===== src/hdl/rrmf_pkg.sv =====
// ----------------------------------------------------------------------------
// rrmf_pkg
// Shared types and constants of the record marking framer.
// ----------------------------------------------------------------------------
`default_nettype none

package rrmf_pkg;

    // Positions in the fragment buffer; the capacity register is 9 bits wide,
    // so no position ever exceeds 511.
    localparam int unsigned POS_W = 9;
    localparam int unsigned CFG_W = 9;

    typedef logic [POS_W-1:0] t_pos;
    typedef logic [2:0]       t_cnt;

    localparam logic [CFG_W-1:0] CFG_RESET = 9'd256;
    localparam t_pos             HDR_BYTES = 9'd4;
    localparam t_pos             CAP_MIN   = 9'd8;
    localparam t_cnt             WORD_BYTES = 3'd4;

    localparam logic [1:0] REQ_PUT_UNIT  = 2'd0;
    localparam logic [1:0] REQ_PUT_BYTES = 2'd1;
    localparam logic [1:0] REQ_END_BUF   = 2'd2;
    localparam logic [1:0] REQ_END_NOW   = 2'd3;

    // Record mark flag: final fragment of a record, or more to follow.
    localparam logic MARK_LAST = 1'b1;
    localparam logic MARK_MORE = 1'b0;

    localparam int unsigned CMDQ_DEPTH = 4;
    localparam int unsigned OQ_DEPTH   = 4;
    localparam int unsigned OQ_CW      = $clog2(OQ_DEPTH + 1);

    // One command for the back end: optional write before the flush, optional
    // flush (header fill, then read-out), optional write after the flush at
    // the first byte past the fresh header slot.
    typedef struct packed {
        t_pos        wa_pos;
        t_cnt        wa_cnt;
        logic [31:0] wa_data;
        logic        flush;
        t_pos        hdr_pos;
        logic [31:0] hdr_word;
        t_pos        total;
        t_cnt        wb_cnt;
        logic [31:0] wb_data;
    } t_cmd;

    typedef struct packed {
        logic [31:0] word;
        t_cnt        bytes;
        logic        last;
    } t_oitem;

endpackage

`default_nettype wire


===== src/hdl/rrmf_fifo.sv =====
// ----------------------------------------------------------------------------
// rrmf_fifo
// Small register queue with head shown while not empty.
// ----------------------------------------------------------------------------
`default_nettype none

module rrmf_fifo #(
    parameter int unsigned W     = 8,
    parameter int unsigned DEPTH = 4
) (
    input  wire logic                       i_clk,
    input  wire logic                       i_rst_n,
    input  wire logic                       i_push,
    input  wire logic [W-1:0]               i_data,
    output logic                            o_full,
    input  wire logic                       i_pop,
    output logic [W-1:0]                    o_data,
    output logic                            o_empty,
    output logic [$clog2(DEPTH+1)-1:0]      o_count
);

    localparam int unsigned AW = (DEPTH > 1) ? $clog2(DEPTH) : 1;
    localparam int unsigned CW = $clog2(DEPTH + 1);

    logic [W-1:0]  r_mem [DEPTH];
    logic [AW-1:0] r_wr_ptr;
    logic [AW-1:0] r_rd_ptr;
    logic [CW-1:0] r_count;
    logic          do_push;
    logic          do_pop;

    assign o_full  = (r_count == CW'(DEPTH));
    assign o_empty = (r_count == '0);
    assign o_count = r_count;
    assign o_data  = r_mem[r_rd_ptr];
    assign do_push = i_push && !o_full;
    assign do_pop  = i_pop && !o_empty;

    always_ff @(posedge i_clk) begin
        if (!i_rst_n) begin
            r_wr_ptr <= '0;
            r_rd_ptr <= '0;
            r_count  <= '0;
        end else begin
            if (do_push) begin
                r_wr_ptr <= (r_wr_ptr == AW'(DEPTH - 1)) ? '0 : r_wr_ptr + 1'b1;
            end
            if (do_pop) begin
                r_rd_ptr <= (r_rd_ptr == AW'(DEPTH - 1)) ? '0 : r_rd_ptr + 1'b1;
            end
            if (do_push && !do_pop) begin
                r_count <= r_count + 1'b1;
            end else if (do_pop && !do_push) begin
                r_count <= r_count - 1'b1;
            end
        end
    end

    always_ff @(posedge i_clk) begin
        if (do_push) begin
            r_mem[r_wr_ptr] <= i_data;
        end
    end

endmodule

`default_nettype wire


===== src/hdl/rrmf_front.sv =====
// ----------------------------------------------------------------------------
// rrmf_front
// Request classifier: tracks write and header positions, turns each request
// into one back-end command, or none for a zero-count byte put.
// ----------------------------------------------------------------------------
`default_nettype none

module rrmf_front
    import rrmf_pkg::*;
#(
    parameter int unsigned BUFFER_BYTES = 256
) (
    input  wire logic              i_clk,
    input  wire logic              i_rst_n,
    input  wire logic              i_cfg_we,
    input  wire logic [CFG_W-1:0]  i_cfg_wdata,
    input  wire logic              i_push,
    input  wire logic [1:0]        i_req_type,
    input  wire logic [31:0]       i_data_word,
    input  wire logic [2:0]        i_byte_count,
    input  wire logic              i_q_full,
    output logic                   o_full,
    output logic                   o_cmd_push,
    output t_cmd                   o_cmd
);

    localparam int unsigned CAP_LIM = ((BUFFER_BYTES < 511) ? BUFFER_BYTES : 511) / 4 * 4;
    localparam t_pos        CAP_MAX = POS_W'(CAP_LIM);

    logic [CFG_W-1:0] r_cfg;
    t_pos             r_wp;
    t_pos             r_hp;
    t_pos             n_wp;
    t_pos             n_hp;

    t_pos cfg_al;
    t_pos cap_clamp;
    t_pos cap;
    t_pos room;
    t_cnt cnt_sat;
    t_cnt pre;
    t_cnt post;
    t_pos flush_end;
    t_pos hdr_len;
    logic accept;
    logic do_push;

    assign accept = i_push && !i_q_full;
    assign o_full = i_q_full;

    // Effective capacity: align down to a word, clamp, floor at two words.
    assign cfg_al    = {r_cfg[CFG_W-1:2], 2'b00};
    assign cap_clamp = (cfg_al > CAP_MAX) ? CAP_MAX : cfg_al;
    assign cap       = (cap_clamp < CAP_MIN) ? CAP_MIN : cap_clamp;
    assign room      = (r_wp >= cap) ? '0 : cap - r_wp;

    assign cnt_sat = (i_byte_count > WORD_BYTES) ? WORD_BYTES : i_byte_count;
    assign pre     = ({6'd0, cnt_sat} <= room) ? cnt_sat : room[2:0];
    assign post    = cnt_sat - pre;

    assign flush_end = (i_req_type == REQ_PUT_BYTES) ? r_wp + POS_W'(pre) : r_wp;
    assign hdr_len   = flush_end - r_hp - HDR_BYTES;

    always_comb begin
        o_cmd   = '0;
        do_push = 1'b0;
        n_wp    = r_wp;
        n_hp    = r_hp;
        case (i_req_type)
            REQ_PUT_UNIT: begin
                do_push = 1'b1;
                if (room < HDR_BYTES) begin
                    o_cmd.flush    = 1'b1;
                    o_cmd.hdr_pos  = r_hp;
                    o_cmd.hdr_word = {MARK_MORE, 22'd0, hdr_len};
                    o_cmd.total    = r_wp;
                    o_cmd.wb_cnt   = WORD_BYTES;
                    o_cmd.wb_data  = i_data_word;
                    n_wp           = HDR_BYTES + POS_W'(WORD_BYTES);
                    n_hp           = '0;
                end else begin
                    o_cmd.wa_pos  = r_wp;
                    o_cmd.wa_cnt  = WORD_BYTES;
                    o_cmd.wa_data = i_data_word;
                    n_wp          = r_wp + POS_W'(WORD_BYTES);
                end
            end
            REQ_PUT_BYTES: begin
                // Zero count: drop the request.
                if (cnt_sat != '0) begin
                    do_push       = 1'b1;
                    o_cmd.wa_pos  = r_wp;
                    o_cmd.wa_cnt  = pre;
                    o_cmd.wa_data = i_data_word;
                    if (pre != cnt_sat) begin
                        o_cmd.flush    = 1'b1;
                        o_cmd.hdr_pos  = r_hp;
                        o_cmd.hdr_word = {MARK_MORE, 22'd0, hdr_len};
                        o_cmd.total    = flush_end;
                        o_cmd.wb_cnt   = post;
                        o_cmd.wb_data  = i_data_word << {pre, 3'b000};
                        n_wp           = HDR_BYTES + POS_W'(post);
                        n_hp           = '0;
                    end else begin
                        n_wp = r_wp + POS_W'(pre);
                    end
                end
            end
            REQ_END_BUF: begin
                do_push = 1'b1;
                if (room >= HDR_BYTES) begin
                    o_cmd.wa_pos  = r_hp;
                    o_cmd.wa_cnt  = WORD_BYTES;
                    o_cmd.wa_data = {MARK_LAST, 22'd0, hdr_len};
                    n_hp          = r_wp;
                    n_wp          = r_wp + HDR_BYTES;
                end else begin
                    o_cmd.flush    = 1'b1;
                    o_cmd.hdr_pos  = r_hp;
                    o_cmd.hdr_word = {MARK_LAST, 22'd0, hdr_len};
                    o_cmd.total    = r_wp;
                    n_wp           = HDR_BYTES;
                    n_hp           = '0;
                end
            end
            REQ_END_NOW: begin
                do_push        = 1'b1;
                o_cmd.flush    = 1'b1;
                o_cmd.hdr_pos  = r_hp;
                o_cmd.hdr_word = {MARK_LAST, 22'd0, hdr_len};
                o_cmd.total    = r_wp;
                n_wp           = HDR_BYTES;
                n_hp           = '0;
            end
            default: begin
                do_push = 1'b0;
            end
        endcase
    end

    assign o_cmd_push = accept && do_push;

    always_ff @(posedge i_clk) begin
        if (!i_rst_n) begin
            r_cfg <= CFG_RESET;
            r_wp  <= HDR_BYTES;
            r_hp  <= '0;
        end else begin
            if (i_cfg_we) begin
                r_cfg <= i_cfg_wdata;
            end
            if (accept) begin
                r_wp <= n_wp;
                r_hp <= n_hp;
            end
        end
    end

endmodule

`default_nettype wire


===== src/hdl/rrmf_back.sv =====
// ----------------------------------------------------------------------------
// rrmf_back
// Command executor: four byte-lane banks of fragment buffer, header fill and
// word-by-word read-out into the result queue.
// ----------------------------------------------------------------------------
`default_nettype none

module rrmf_back
    import rrmf_pkg::*;
#(
    parameter int unsigned BUFFER_BYTES = 256
) (
    input  wire logic              i_clk,
    input  wire logic              i_rst_n,
    input  wire t_cmd              i_cmd,
    input  wire logic              i_cmd_empty,
    output logic                   o_cmd_pop,
    input  wire logic [OQ_CW-1:0]  i_oq_count,
    output logic                   o_oq_push,
    output t_oitem                 o_oq_item
);

    localparam int unsigned CAP_LIM = ((BUFFER_BYTES < 511) ? BUFFER_BYTES : 511) / 4 * 4;
    localparam int unsigned ROWS    = CAP_LIM / 4;
    localparam int unsigned RW      = $clog2(ROWS);

    localparam logic [2:0] S_IDLE = 3'd0;
    localparam logic [2:0] S_HDR  = 3'd1;
    localparam logic [2:0] S_READ = 3'd2;
    localparam logic [2:0] S_WB   = 3'd3;

    logic [2:0]    r_state;
    t_cmd          r_cmd;
    logic [RW-1:0] r_row;
    logic          r_rd_valid;
    t_cnt          r_rd_cnt;
    logic          r_rd_last;
    logic [7:0]    r_rd_byte [4];

    logic          wr_en;
    t_pos          wr_pos;
    t_cnt          wr_cnt;
    logic [31:0]   wr_data;
    t_pos          tot_m1;
    logic [RW-1:0] last_row;
    t_pos          rem;
    t_cnt          rd_cnt;
    logic          credit;
    logic          rd_issue;
    logic [31:0]   rd_word;

    assign tot_m1   = r_cmd.total - 9'd1;
    assign last_row = tot_m1[RW+1:2];
    assign rem      = r_cmd.total - POS_W'({r_row, 2'b00});
    assign rd_cnt   = (rem >= HDR_BYTES) ? WORD_BYTES : rem[2:0];
    assign credit   = ({1'b0, i_oq_count} + {{OQ_CW{1'b0}}, r_rd_valid})
                      < (OQ_CW + 1)'(OQ_DEPTH);
    assign rd_issue = (r_state == S_READ) && credit;

    // Single write port shared by the pre-flush write, the header and the
    // post-flush write.
    always_comb begin
        wr_en     = 1'b0;
        wr_pos    = r_cmd.hdr_pos;
        wr_cnt    = WORD_BYTES;
        wr_data   = r_cmd.hdr_word;
        o_cmd_pop = 1'b0;
        case (r_state)
            S_IDLE: begin
                o_cmd_pop = !i_cmd_empty;
                wr_en     = !i_cmd_empty;
                wr_pos    = i_cmd.wa_pos;
                wr_cnt    = i_cmd.wa_cnt;
                wr_data   = i_cmd.wa_data;
            end
            S_HDR: begin
                wr_en = 1'b1;
            end
            S_WB: begin
                wr_en   = 1'b1;
                wr_pos  = HDR_BYTES;
                wr_cnt  = r_cmd.wb_cnt;
                wr_data = r_cmd.wb_data;
            end
            default: begin
                wr_en = 1'b0;
            end
        endcase
    end

    for (genvar b = 0; b < 4; b++) begin : g_bank
        logic [7:0]  r_mem [ROWS];
        logic [1:0]  k;
        logic        we;
        t_pos        addr;
        logic [31:0] sh;

        // Byte k of the write lands in lane (pos + k) mod 4.
        assign k    = 2'(b) - wr_pos[1:0];
        assign we   = wr_en && ({1'b0, k} < wr_cnt);
        assign addr = wr_pos + POS_W'(k);
        assign sh   = wr_data << {k, 3'b000};

        always_ff @(posedge i_clk) begin
            if (we) begin
                r_mem[addr[RW+1:2]] <= sh[31:24];
            end
            if (rd_issue) begin
                r_rd_byte[b] <= r_mem[r_row];
            end
        end
    end

    assign rd_word = {r_rd_byte[0], r_rd_byte[1], r_rd_byte[2], r_rd_byte[3]};

    assign o_oq_push       = r_rd_valid;
    assign o_oq_item.word  = rd_word & ~(32'hFFFF_FFFF >> {r_rd_cnt, 3'b000});
    assign o_oq_item.bytes = r_rd_cnt;
    assign o_oq_item.last  = r_rd_last;

    always_ff @(posedge i_clk) begin
        if (!i_rst_n) begin
            r_state    <= S_IDLE;
            r_rd_valid <= 1'b0;
        end else begin
            r_rd_valid <= rd_issue;
            case (r_state)
                S_IDLE: begin
                    if (!i_cmd_empty && i_cmd.flush) begin
                        r_state <= S_HDR;
                    end
                end
                S_HDR: begin
                    r_state <= S_READ;
                end
                S_READ: begin
                    if (rd_issue && (r_row == last_row)) begin
                        r_state <= (r_cmd.wb_cnt != '0) ? S_WB : S_IDLE;
                    end
                end
                S_WB: begin
                    r_state <= S_IDLE;
                end
                default: begin
                    r_state <= S_IDLE;
                end
            endcase
        end
    end

    always_ff @(posedge i_clk) begin
        if (o_cmd_pop) begin
            r_cmd <= i_cmd;
        end
        if (r_state == S_HDR) begin
            r_row <= '0;
        end else if (rd_issue) begin
            r_row <= r_row + 1'b1;
        end
        if (rd_issue) begin
            r_rd_cnt  <= rd_cnt;
            r_rd_last <= (r_row == last_row);
        end
    end

    a_oq_room: assert property (@(posedge i_clk) disable iff (!i_rst_n)
        r_rd_valid |-> (i_oq_count < OQ_CW'(OQ_DEPTH)))
        else $error("result queue overrun");

    a_hdr_then_read: assert property (@(posedge i_clk) disable iff (!i_rst_n)
        (r_state == S_HDR) |=> (r_state == S_READ))
        else $error("header fill not followed by read-out");

    a_read_ends: assert property (@(posedge i_clk) disable iff (!i_rst_n)
        (rd_issue && (r_row == last_row)) |=> (r_state != S_READ))
        else $error("read-out continues past final row");

    a_no_pop_busy: assert property (@(posedge i_clk) disable iff (!i_rst_n)
        (r_state != S_IDLE) |-> !o_cmd_pop)
        else $error("command taken during a flush");

endmodule

`default_nettype wire


===== src/hdl/rpc_record_marking_framer.sv =====
// ----------------------------------------------------------------------------
// rpc_record_marking_framer
// Sender side of RPC record marking: buffers payload bytes behind a 4-byte
// record header and flushes the fragment as big-endian words.
// ----------------------------------------------------------------------------
//
//  Channel   Direction  Handshake          Word
//  --------  ---------  -----------------  ----------------------------------
//  request   in         push / full        req_type, data_word, byte_count
//  result    out        empty / pop        out_word, out_bytes, last_of_flush
//  config    in         i_cfg_we           fragment_capacity (9 bits)
//
//  Flow: a put or a buffered end of record is done by the back end in idle,
//  so requests that cause no flush are taken one per cycle while the request
//  queue is not full. A flushing request runs its command step, the header
//  fill, the read-out (BUFFER_BYTES / 4 words at most, 64 at the default size,
//  one buffer row per cycle while the result queue has room), then a write when
//  bytes follow the flush; the request queue holds later requests meanwhile.
//  Reset: no clearing pass; the buffer is only read where written.
//  Stalls: pop held low fills the four-word result queue, which holds the
//  read-out; a full request queue raises full.
//
`default_nettype none

module rpc_record_marking_framer
    import rrmf_pkg::*;
#(
    parameter int unsigned BUFFER_BYTES = 256
) (
    input  wire logic              i_clk,
    input  wire logic              i_rst_n,
    input  wire logic              i_cfg_we,
    input  wire logic [CFG_W-1:0]  i_cfg_wdata,
    input  wire logic              push,
    output logic                   full,
    input  wire logic [1:0]        i_req_type,
    input  wire logic [31:0]       i_data_word,
    input  wire logic [2:0]        i_byte_count,
    output logic                   empty,
    input  wire logic              pop,
    output logic [31:0]            o_out_word,
    output logic [2:0]             o_out_bytes,
    output logic                   o_last_of_flush
);

    // Front to back command path.
    t_cmd             fe_cmd;
    logic             fe_cmd_push;
    logic             cq_full;
    logic             cq_empty;
    logic             cq_pop;
    t_cmd             cq_cmd;

    // Back end to result queue.
    logic             oq_push;
    t_oitem           oq_in;
    t_oitem           oq_out;
    logic [OQ_CW-1:0] oq_count;

    rrmf_front #(
        .BUFFER_BYTES (BUFFER_BYTES)
    ) u_front (
        .i_clk        (i_clk),
        .i_rst_n      (i_rst_n),
        .i_cfg_we     (i_cfg_we),
        .i_cfg_wdata  (i_cfg_wdata),
        .i_push       (push),
        .i_req_type   (i_req_type),
        .i_data_word  (i_data_word),
        .i_byte_count (i_byte_count),
        .i_q_full     (cq_full),
        .o_full       (full),
        .o_cmd_push   (fe_cmd_push),
        .o_cmd        (fe_cmd)
    );

    // Decouple classification from execution so puts keep flowing while a
    // short command backlog drains.
    rrmf_fifo #(
        .W     ($bits(t_cmd)),
        .DEPTH (CMDQ_DEPTH)
    ) u_cmdq (
        .i_clk   (i_clk),
        .i_rst_n (i_rst_n),
        .i_push  (fe_cmd_push),
        .i_data  (fe_cmd),
        .o_full  (cq_full),
        .i_pop   (cq_pop),
        .o_data  (cq_cmd),
        .o_empty (cq_empty),
        .o_count ()
    );

    rrmf_back #(
        .BUFFER_BYTES (BUFFER_BYTES)
    ) u_back (
        .i_clk       (i_clk),
        .i_rst_n     (i_rst_n),
        .i_cmd       (cq_cmd),
        .i_cmd_empty (cq_empty),
        .o_cmd_pop   (cq_pop),
        .i_oq_count  (oq_count),
        .o_oq_push   (oq_push),
        .o_oq_item   (oq_in)
    );

    // Result queue: the back end only reads a row when a slot is free here.
    rrmf_fifo #(
        .W     ($bits(t_oitem)),
        .DEPTH (OQ_DEPTH)
    ) u_outq (
        .i_clk   (i_clk),
        .i_rst_n (i_rst_n),
        .i_push  (oq_push),
        .i_data  (oq_in),
        .o_full  (),
        .i_pop   (pop),
        .o_data  (oq_out),
        .o_empty (empty),
        .o_count (oq_count)
    );

    assign o_out_word      = oq_out.word;
    assign o_out_bytes     = oq_out.bytes;
    assign o_last_of_flush = oq_out.last;

endmodule

`default_nettype wire

===== config.mk =====
export PLATFORM = sky130hd
export DESIGN_NAME = rpc_record_marking_framer
export DESIGN_NICKNAME = d
export VERILOG_FILES = /design/src/hdl/rrmf_pkg.sv /design/src/hdl/rrmf_fifo.sv /design/src/hdl/rrmf_front.sv /design/src/hdl/rrmf_back.sv /design/src/hdl/rpc_record_marking_framer.sv
export SDC_FILE = /design/constraint.sdc
export NUM_CORES = 2
export LEC_CHECK = 0
export BUFFER_PORTS_ARGS = -buffer_cell sky130_fd_sc_hd__clkbuf_2
export CORE_ASPECT_RATIO = 1.1
export CORE_MARGIN = 5
export CORE_UTILIZATION = 40
export DETAILED_ROUTE_END_ITERATION = 12
export SYNTH_ARGS = -nofsm -noshare
export SYNTH_HDL_FRONTEND = slang
export SYNTH_SLANG_ARGS = --single-unit

===== constraint.sdc =====
create_clock -name i_clk -period 7.2 [get_ports i_clk]
set_input_delay 1.44 -clock i_clk [delete_from_list [all_inputs] [get_ports i_clk]]
set_output_delay 1.44 -clock i_clk [all_outputs]
set_load 0.03 [all_outputs]

==> results.md <==
* Gate count after technology mapping at about 5200
* Num CTS Buffers at around 300
* Final-layout fill cell count at 22800
* Critical setup path kind: reg -> reg
* Multiplexer area fraction after synthesis at between 10% and 20%
* Total via count after detailed routing at 52300
* Flop pwr share at around 45%
* Cell area after technology mapping at approximately 0.11 mm^2
* Proportion of netlist area held by the largest area contributor at between 70 and 80%
* GR Util All Layers at around 18%
* Synthesis-to-layout area growth at 13.6%
* DR iter-0 viols at about 5400
* Hold-fix buffer count after cts at 0
* Yosys warnings at 0
* Clock share of power at 24.5%
* Cell Area, Placed at about 0.12 mm^2
* Number of pins exceeding their max-slew limit in the final report at 0
* Period Utilization, post-route at a little over nine tenths
* Asr flop ratio synth at 0%
* TritonCTS clock tree: yes
* Most frequent cells in the layout: sky130_fd_sc_hd__edfxtp_1, sky130_fd_sc_hd__mux4_2, sky130_fd_sc_hd__nor2_1
* Clock transition at path regs at ~0.060 ns
* Path category of the worst min-delay check: reg -> reg
* Clock Skew at between 0.08 and 0.09 ns
* Complex-gate fraction of the synthesized area at 1.95%
* Nets in the synthesized netlist at ~5300
* Top area cells in the synthesized netlist: sky130_fd_sc_hd__edfxtp_1, sky130_fd_sc_hd__mux4_2, sky130_fd_sc_hd__nor2_1
* Proportion of synthesized chip area in sequential cells at 75.2%
* Final Net Count at 5588
* Leakage power summed over all cells at approximately 38 nW
* Clock root buffer master: sky130_fd_sc_hd__clkbuf_16
* Critical path data required time at 7.83 ns
* Wire length of the first global-routing pass at 377 mm
* Synth Area in Adders at less than 1%
* Sw frac at between 30% and 40%
* Number of endpoints failing setup at the final stage at 0
* CP startpoint kind: flop
* Area share of xor/xnor cells in the synthesized design at 0.470%
* Max_cap viols at 0
* Clock latency reported for the late side of the worst-skew pair at roughly 0.92 ns
* Flop and latch count out of synthesis at roughly 2800
* Routed wire length per instance at between 20 and 30 um
* Status: completed
* Combinational family with the most area after synthesis: multiplexers
* Number of different library cells in the post-synthesis netlist at between 70 and 80
* Fraction of layout cells with a size suffix above 1 at between 20% and 30%
* Simple-gate area share of the yosys netlist at 3.13%
* Slew HR at between 10% and 20%
* Final core occ at 45.7%
* Total Neg Setup Slack at 0 ns
* Flip-flop cell with the highest count after synthesis: sky130_fd_sc_hd__edfxtp_1
* Cell seen most often among critical-path stages: sky130_fd_sc_hd__ha_1
* HP Start: u_front.r_hp[1]
* Number of enable flip-flop cells after synthesis at roughly 2700
* Buffers on Ports at 86
* Maximum number of pins on one net before global-route repair at about 140
* Final critical delay including setup and external delays at ~6.8 ns
* Transition time at the pin with the least slew margin at roughly 1.3 ns
* Max clock buf depth at 4
* Sinks on Clock Net at 2772
* Routability Congestion at 0.808
* Number of global-route vias before repair at 53700
* Die Wd at roughly 510 um
* Remaining number of nets flagged by the antenna check after routing at 0
* Starting density of the core at about two fifths
* Final hold violation count at 0
* Switching pwr at approximately 20 mW
* End of the worst register-to-register path: u_cmdq.r_mem[0][94]
* Internal Dissipation at roughly 40 mW
* Hold worst-path end: u_front.r_hp[1]
* Overall die area at about 0.29 mm^2
* Antenna violations before repair at 11
* Synthesized area per cell at 21.2 um^2
* Non-Filler Cell Area, Final at about 0.12 mm^2
* Routed Wire Length at about 260 mm
* Hold-critical path depth at 2
* Pwr dens at slightly below 500 mW/mm^2
* Arrival time of data at the critical path endpoint at approximately 7.4 ns
* H-tree levels at 5
* Commonest non-fill, non-tap cell in the layout: sky130_fd_sc_hd__edfxtp_1
* Detail Placement HPWL at ~160 mm
* Post-route DRC at 0
* Largest fanout of any net on the critical path at 4
* Die Y at 560 um
* Detailed-router iteration count before antenna repair at 5
* Worst Reg2Reg Path Length in Cells at 31
* Boundary pin count at between 80 and 90
* Vias per inst at ~5.6
* Floorplan row count at between 200 and 250
* Biggest area consumer among synthesized cells: sky130_fd_sc_hd__edfxtp_1
* VDD IR max at 0.000937 V
* Nature of the critical path endpoint: flop
* Overflow left after global routing at 0
* Achievable clock frequency at between 0.1 and 0.15 GHz
* Worst stage delay on the critical path at approximately 0.43 ns
* Crit path max-delay cell type: sky130_fd_sc_hd__fa_1
* Power share of the combinational group at approximately 31%
* Origin of the critical flop-to-flop path: u_front.r_cfg[4]
* Placeable core region at between 0.2 and 0.3 mm^2
* Setup slack of the worst register-to-register path at 0.45 ns
[final cells by class]
type,count,area [um^2],share of cell area [%]
timing repair buffer,208,1540,1.23
clock inverter,137,1240,0.993
inverter,67,251,0.201
antenna,4,10.0,0.00802
clock buffer,380,8140,6.52
sequential,2772,82700,66.2
multi-input combinational,2106,26400,21.1
tap,3654,4570,3.66
[routing by layer]
metal / vias to the layer above / wire length, um / GRT usage, % / part of all wire [%]
met5: - / 0 / 0 / 0
met4: 0 / 5370 / 3.91 / 2.1
met3: 372 / 17600 / 3.22 / 6.9
met2: 1824 / 126000 / 28.6 / 49
met1: 28000 / 106000 / 25.4 / 42
li1: 22100 / - / - / -
[state kept, by name (all words and copies together) (netlist names), 3 cells and up, named ones only]
register and count:
u_cmdq.o_count 3, u_front.r_wp 9, u_back.g_bank.r_mem 2048, u_back.r_rd_cnt 3, u_back.r_row 6, u_back.r_cmd 62
u_front.r_hp 9, u_back.r_rd_byte 32, u_outq.r_mem 144, u_cmdq.r_mem 424, u_front.r_cfg 7, u_outq.o_count 3
[kinds of logic (layout without fill, tap and decap cells)]
family | after synthesis | count (layout)
AOI/OAI and AO/OA | 322 | 322
muxes | 881 | 881
buffers and inverters | 319 | 792
xor gates and xnor gates | 59 | 59
DFF | 2772 | 2772
other | 0 | 4
adders and majority gates | 76 | 76
and+or+nand+nor | 768 | 768
[per-stage QoR]
stage | power (mW) | setup slack (ns) | std cells | hold slack [ns]
2_1_floorplan | 37.4 | 0.432 | 5197 | 0.444
3_3_place_gp | 45.3 | 0.267 | 8803 | 0.451
3_5_place_dp | 46.1 | 0.273 | 8803 | 0.476
4_1_cts | 60.8 | 0.214 | 9320 | 0.484
5_1_grt | 62.8 | -0.0262 | 9325 | 0.502
6_report | 60.3 | 0.449 | 9328 | 0.477
[how the worst max path moves through the flow]
stage	startpoint	endpoint	slack [ns]	depth (start not counted)
after floorplan	u_front.r_cfg[4]	u_cmdq.r_mem[0][94]	0.43	32
after global placement	u_front.r_cfg[4]	u_cmdq.r_mem[2][94]	0.27	31
after detailed placement	u_front.r_cfg[5]	u_cmdq.r_mem[3][94]	0.27	31
after CTS	u_front.r_cfg[5]	u_cmdq.r_mem[0][94]	0.21	31
after global routing	u_front.r_cfg[4]	u_cmdq.r_mem[0][94]	-0.03	32
final	u_front.r_cfg[4]	u_cmdq.r_mem[0][94]	0.45	31
[synth_stat cells (all sizes together) (12+ instances only)]
library cell and instances:
nor3 17, o21ai 80, nor2 401, xnor2 42
inv 67, buf 91, a22oi 55, nand3 30
nor2b 43, a21o 12, a21oi 84, mux2 20
dfxtp 58, xor2 17, a221o 16, mux2i 54
mux4 807, or3 21, clkbuf 161, nand2 142
and2 66, ha 70, edfxtp 2714, a22o 14
[critical path: cells and delay by family, from the launching register on]
| kind | cells | cell delay, ns |
|---|---|---|
| compound gates | 14 | 2.47 |
| xor+xnor | 2 | 0.43 |
| fa+ha+maj | 6 | 1.97 |
| buf+inv | 3 | 0.27 |
| flops | 1 | 0.32 |
| mux | 1 | 0.14 |
| simple gates | 5 | 0.85 |
[power groups by stage]
stage	logic, mW	clock network, mW	registers [mW]
2_1_floorplan	10.1	0	27.3
5_1_grt	20.0	15.8	26.9
3_5_place_dp	18.9	0	27.2
4_1_cts	18.9	15.1	26.8
6_report	18.7	14.8	26.8
3_3_place_gp	18.2	0	27.1
[timing repair]
item	in CTS	in global routing
endpoints found under the setup margin	0	20
endpoints found under the hold margin	0	0
setup buffers	0	3
resized for setup	0	9
No activity file was read; power rests on OpenSTA's default activity.
